===== src/rtl/fmt_pkg.sv =====
// ----------------------------------------------------------------------------
// Flow metering table package
// Shared types, constants and codes for the flow metering table.
// ----------------------------------------------------------------------------
`default_nettype none

package fmt_pkg;

  localparam int unsigned EntriesPerDirDefault = 256;

  localparam logic [31:0] HashKSrcAddr = 32'hef6e15aa;
  localparam logic [31:0] HashKDstAddr = 32'h65cd52a0;
  localparam logic [31:0] HashKSrcPort = 32'h00008216;
  localparam logic [31:0] HashKDstPort = 32'h000dda37;
  localparam logic [31:0] HashKProto   = 32'h0000bc06;

  typedef enum logic [2:0] {
    HSEL_SRC_ADDR = 3'd0,
    HSEL_DST_ADDR = 3'd1,
    HSEL_SRC_PORT = 3'd2,
    HSEL_DST_PORT = 3'd3,
    HSEL_PROTO    = 3'd4
  } hash_sel_e;

  typedef enum logic [1:0] {
    STATUS_CREATED = 2'd0,
    STATUS_UPDATED = 2'd1,
    STATUS_DROPPED = 2'd2
  } status_e;

  typedef enum logic [1:0] {
    ST_IDLE,
    ST_HASH,
    ST_SCAN,
    ST_APPLY
  } ctrl_state_e;

  typedef struct packed {
    logic [31:0] src_addr;
    logic [31:0] dst_addr;
    logic [15:0] src_port;
    logic [15:0] dst_port;
    logic [7:0]  protocol;
    logic [15:0] packet_length;
    logic [7:0]  tcp_flag_bits;
    logic [7:0]  type_of_service;
    logic [7:0]  icmp_mix;
    logic [7:0]  time_to_live;
    logic        direction;
    logic [63:0] timestamp;
  } pkt_t;

  typedef struct packed {
    logic [1:0]  status;
    logic [31:0] flow_hash;
    logic [31:0] packet_total;
    logic [47:0] byte_total;
    logic [63:0] start_time;
    logic [63:0] end_time;
    logic [7:0]  flag_union;
    logic [7:0]  tos_union;
    logic [7:0]  icmp_union;
    logic [7:0]  lowest_ttl;
    logic [7:0]  highest_ttl;
  } res_t;

  typedef struct packed {
    logic [31:0] tag;
    logic [31:0] packets;
    logic [47:0] bytes;
    logic [63:0] start;
    logic [63:0] last;
    logic [7:0]  flags;
    logic [7:0]  tos;
    logic [7:0]  icmp;
    logic [7:0]  min_ttl;
    logic [7:0]  max_ttl;
  } entry_t;

  typedef struct packed {
    logic      load;
    logic      hash_en;
    hash_sel_e hash_sel;
    logic      scan_start;
    logic      scan_run;
    logic      apply;
  } cmd_t;

  typedef struct packed {
    logic scan_hit;
    logic scan_miss;
  } stat_t;

endpackage

`default_nettype wire


===== src/rtl/fmt_ctrl.sv =====
// ----------------------------------------------------------------------------
// Flow metering table controller
// Sequences hashing, table search and entry update for one packet.
// ----------------------------------------------------------------------------
`default_nettype none

module fmt_ctrl (
  input  wire logic          clk_i,
  input  wire logic          rst_ni,
  input  wire logic          in_valid_i,
  output logic               in_ready_o,
  output logic               out_valid_o,
  input  wire logic          out_ready_i,
  output fmt_pkg::cmd_t      cmd_o,
  input  wire fmt_pkg::stat_t stat_i
);

  fmt_pkg::ctrl_state_e state_q, state_d;
  fmt_pkg::hash_sel_e   sel_q, sel_d;
  logic                 out_vld_q, out_vld_d;

  always_ff @(posedge clk_i or negedge rst_ni) begin
    if (!rst_ni) begin
      state_q   <= fmt_pkg::ST_IDLE;
      sel_q     <= fmt_pkg::HSEL_SRC_ADDR;
      out_vld_q <= 1'b0;
    end else begin
      state_q   <= state_d;
      sel_q     <= sel_d;
      out_vld_q <= out_vld_d;
    end
  end

  always_comb begin
    state_d    = state_q;
    sel_d      = sel_q;
    out_vld_d  = out_vld_q && !out_ready_i;
    cmd_o      = '0;
    cmd_o.hash_sel = sel_q;
    in_ready_o = 1'b0;
    unique case (state_q)
      fmt_pkg::ST_IDLE: begin
        in_ready_o = 1'b1;
        if (in_valid_i) begin
          cmd_o.load = 1'b1;
          sel_d      = fmt_pkg::HSEL_SRC_ADDR;
          state_d    = fmt_pkg::ST_HASH;
        end
      end
      fmt_pkg::ST_HASH: begin
        cmd_o.hash_en = 1'b1;
        unique case (sel_q)
          fmt_pkg::HSEL_SRC_ADDR: sel_d = fmt_pkg::HSEL_DST_ADDR;
          fmt_pkg::HSEL_DST_ADDR: sel_d = fmt_pkg::HSEL_SRC_PORT;
          fmt_pkg::HSEL_SRC_PORT: sel_d = fmt_pkg::HSEL_DST_PORT;
          fmt_pkg::HSEL_DST_PORT: sel_d = fmt_pkg::HSEL_PROTO;
          default: begin
            cmd_o.scan_start = 1'b1;
            state_d          = fmt_pkg::ST_SCAN;
          end
        endcase
      end
      fmt_pkg::ST_SCAN: begin
        cmd_o.scan_run = 1'b1;
        if (stat_i.scan_hit || stat_i.scan_miss) begin
          state_d = fmt_pkg::ST_APPLY;
        end
      end
      fmt_pkg::ST_APPLY: begin
        if (!out_vld_q || out_ready_i) begin
          cmd_o.apply = 1'b1;
          out_vld_d   = 1'b1;
          state_d     = fmt_pkg::ST_IDLE;
        end
      end
      default: state_d = fmt_pkg::ST_IDLE;
    endcase
  end

  assign out_valid_o = out_vld_q;

  a_apply_only_from_scan: assert property (@(posedge clk_i) disable iff (!rst_ni)
    cmd_o.apply |-> $past(state_q) == fmt_pkg::ST_SCAN || $past(state_q) == fmt_pkg::ST_APPLY)
    else $error("entry update without a finished search");
  a_no_overwrite: assert property (@(posedge clk_i) disable iff (!rst_ni)
    out_vld_q && !out_ready_i |=> out_vld_q && !$past(cmd_o.apply))
    else $error("pending result overwritten");
  a_hit_miss_excl: assert property (@(posedge clk_i) disable iff (!rst_ni)
    !(stat_i.scan_hit && stat_i.scan_miss))
    else $error("search reports hit and miss together");

endmodule

`default_nettype wire


===== config.mk =====
export PLATFORM = sky130hd
export DESIGN_NAME = fmt_ctrl
export DESIGN_NICKNAME = d
export VERILOG_FILES = /design/src/rtl/fmt_pkg.sv /design/src/rtl/fmt_ctrl.sv
export SDC_FILE = /design/constraint.sdc
export NUM_CORES = 1
export LEC_CHECK = 0
export BUFFER_PORTS_ARGS = -buffer_cell sky130_fd_sc_hd__buf_2
export CAP_MARGIN = 5
export CORE_AREA = 5 5 42 44
export DETAILED_ROUTE_END_ITERATION = 6
export DIE_AREA = 0 0 47 49
export GPL_TIMING_DRIVEN = 0
export HOLD_SLACK_MARGIN = 0.02
export SYNTH_ARGS = -nofsm -noshare
export SYNTH_HDL_FRONTEND = slang
export SYNTH_SLANG_ARGS = --single-unit

===== constraint.sdc =====
create_clock -name clk_i -period 2.3 [get_ports clk_i]
set_input_delay 0.345 -clock clk_i [delete_from_list [all_inputs] [get_ports clk_i]]
set_output_delay 0.345 -clock clk_i [all_outputs]
set_load 0.005 [all_outputs]

==> results.ini <==
[sta]
final.setup_skew_ns=0.002469
relSlewSlack=0.8316
fmaxAchievable_mhz=601.2
setup_ws_ns=0.6365
worstMarginPinSlew_ns=0.2527
post-route-period-util=0.7232
rsz0062_at_grt=no
total_negative_slack_for_setup_checks_ns=0
final-hold-violation-count=0
finalSetupViolCount=0
finalWorstPathRequiredPeriod_ns=1.663
report.final.slew_viol_count=0

[clock_network]
post-cts-setup-buffers=0
clock-root-buffer=sky130_fd_sc_hd__clkbuf_4
cts.sink_count=6
worst_skew_pair.late_latency_ns=0.24
tritoncts.num_buffers=3
cts.hold.buffers_added=1
clkTransAtPathRegs_ns=0.04
cts_max_path_buffers=2
ctsResizeCount=0
cts_tree=yes
cts_max_level=1

[global_routing]
via_count_of_the_first_global_routing_pass=331
number_of_antenna_violations_at_the_first_check_in_global_routing=0
first_pass_grt_wire_length_um=1421
use_met3=0.05904
gr-usage-met1=0.1024
grt_most_used_layer=met2
largest_net_degree_at_the_start_of_global_routing=9
grt_util_met2=0.1267
grt-ovfl-total=0
globalRouteTotalUtil=0.08557

[synth]
post_synth_num_cell_types=22
ys_ff_latch=6
synth_area_um2=401.6
yosysSeqAreaShare=0.3738
ys_async_sr_fraction=1.000
synth.largest_area_cell=sky130_fd_sc_hd__dfrtp_1
synth_top_cell_area_share=0.3738
synth_fp_nets=49
gate_count_of_the_mapped_netlist=39
yosys-top-cells-area=sky130_fd_sc_hd__dfrtp_1 (37%), sky130_fd_sc_hd__ha_1 (12%), sky130_fd_sc_hd__nand2b_2 (4.4%)
synth_area_per_cell_um2=10.30
dominantRegCellSynth=sky130_fd_sc_hd__dfrtp_1
synth_enable_flop_cells=0
yosysWarningCount=0

[worst_setup_path]
worst_setup_path_class=reg -> out
cp_data_required_time_ns=1.96
end_kind=primary output
critical_path_peak_fanout=8
worst-r2r-cell-count=5
regToRegSetupSlack_ns=0.72
worst-endpoint-arrival_ns=1.32
regToRegEndpoint=state_q[1]
r2r-start=state_q[0]
crit_path_start_kind=flip-flop

[placed_design]
placed_cells=70
pre_cts_slack_ns=0.7215
place.detailed.hpwl_um=684.2
numPortBuffers=15
finalWeightedCongestion=0.6763

[cells_and_area]
post_route_cells_drive_above_1_share=0.3966
areaGrowthSynthToFinish_pct=31.78
layout.cells.non_filler=74
register_area_um2=150.1
antenna_cells=0
fillerInstances=159
design.final.nets=70
footprint_of_the_multi_input_gates_um2=240.2
final_core_utilization=0.3777

[floorplan]
io_pins=16
dieWidth_um=47
die_height_um=49
fp.coreArea_um2=1401
dieArea_um2=2303
floorplan.initialDensity=0.2866
number_of_rows_created_at_floorplan=14

[worst_hold_path]
min_delay_path_depth=3
hold_path.startpoint=out_ready_i
timing.hold.worst_endpoint=out_valid_o
type_of_the_worst_min_delay_path=in -> reg

[route]
detailroute.via_count=349
detail_route.iter0.violations=2
avgViaCountPerCell=4.716
detail_route.drc_violations=0
drt-wirelength-per-cell_um=11.04
finalWirelength_um=817
detail_route.first_pass.iterations=2
ant_nets=0

[power_and_ir_drop]
total_power_w=0.0006778
power_density_nw_per_um2=1281
irDropWorstVdd_v=0.0005750
static-leakage-power_nw=0.2832

[outcome]
run_status=complete, no violations

[flow_run]
number_of_max_cap_violations=0

[placed cells by master (no fill, tap or decap)]
master	Yosys	layout
sky130_fd_sc_hd__inv_1	3	3
sky130_fd_sc_hd__nor2_1	2	2
sky130_fd_sc_hd__or3b_1	1	1
sky130_fd_sc_hd__nand2b_2	2	2
sky130_fd_sc_hd__and2_1	1	1
sky130_fd_sc_hd__clkbuf_4	0	3
sky130_fd_sc_hd__o21ai_1	1	1
sky130_fd_sc_hd__mux2_4	1	1
sky130_fd_sc_hd__a32oi_1	1	1
sky130_fd_sc_hd__mux2i_1	1	1
sky130_fd_sc_hd__nand3b_1	1	1
sky130_fd_sc_hd__nand2_1	3	3
sky130_fd_sc_hd__a22o_1	1	1
sky130_fd_sc_hd__a31oi_1	1	1
sky130_fd_sc_hd__and2_2	1	1
sky130_fd_sc_hd__nor2b_1	2	2
sky130_fd_sc_hd__dfrtp_1	6	6
sky130_fd_sc_hd__nand4_2	1	1
sky130_fd_sc_hd__buf_2	0	15
sky130_fd_sc_hd__and4bb_1	1	1
sky130_fd_sc_hd__nand2b_1	2	2
sky130_fd_sc_hd__a21bo_1	1	1
sky130_fd_sc_hd__dlygate4sd3_1	0	1
sky130_fd_sc_hd__ha_1	4	4
sky130_fd_sc_hd__a21oi_1	2	2
[cells in the mapped netlist, drive strengths merged, types with 2 or more instances]
library cell,n
nand2,3
and2,2
a21oi,2
nor2b,2
ha,4
dfrtp,6
inv,3
nand2b,4
nor2,2
[power breakdown]
group	switching [W]	leakage [nW]	internal, W
registers	0.0000502	0.0751	0.000154
logic	0.000175	0.194	0.000204
clock network	0.0000368	0.0138	0.0000589
[metrics by stage]
stage	hold WS (ns)	instance area, um^2
floorplan	0.04941	401.6
global placement	0.1738	496.7
detailed placement	0.1758	496.7
CTS	0.3698	529.3
global route	0.4042	529.3
finish	0.3813	529.3
[worst max path at each step]
stage	from	endpoint	slack, ns	depth (start not counted)
6_report	state_q[1]	cmd_o[2]	0.64	4
5_1_grt	state_q[1]	cmd_o[2]	0.51	4
4_1_cts	state_q[1]	cmd_o[2]	0.62	4
3_5_place_dp	state_q[0]	state_q[1]	0.72	5
3_3_place_gp	state_q[0]	state_q[1]	0.73	5
2_1_floorplan	state_q[0]	state_q[1]	0.77	5
[registers in the layout (all words and copies together), names as in the netlist]
| signal | count |
|---|---|
| out_valid_o | 1 |
| sel_q | 3 |
| state_q | 2 |
[kinds of logic (layout without fill, tap and decap cells)]
group,after synthesis,after routing,synth area share
fa+ha+maj,4,4,0.1246
compound gates,7,7,0.1215
mux,2,2,0.06230
simple gates,17,17,0.2897
flops,6,6,0.3738
buf+inv,3,22,0.02804
[area by class of cell]
type,instances,share of cell area
well taps,16,0.03783
repair buffers,16,0.1608
inverters,3,0.02128
clock buffers,3,0.04255
flip-flops and latches,6,0.2837
multi-input cells,30,0.4539
[metal layers]
metal  wire (um)  up-vias
li1            -      176
met1         361      162
met2         381       11
met3          74        0
met4           0        0
met5           0        -
[critical path, stage by stage, from the launching register on]
cell and delay, ns:
sky130_fd_sc_hd__dfrtp_1 0.39, sky130_fd_sc_hd__inv_1 0.08, sky130_fd_sc_hd__ha_1 0.27, sky130_fd_sc_hd__and2_2 0.22
sky130_fd_sc_hd__buf_2 0.12
(Power assumes the default switching activity.)
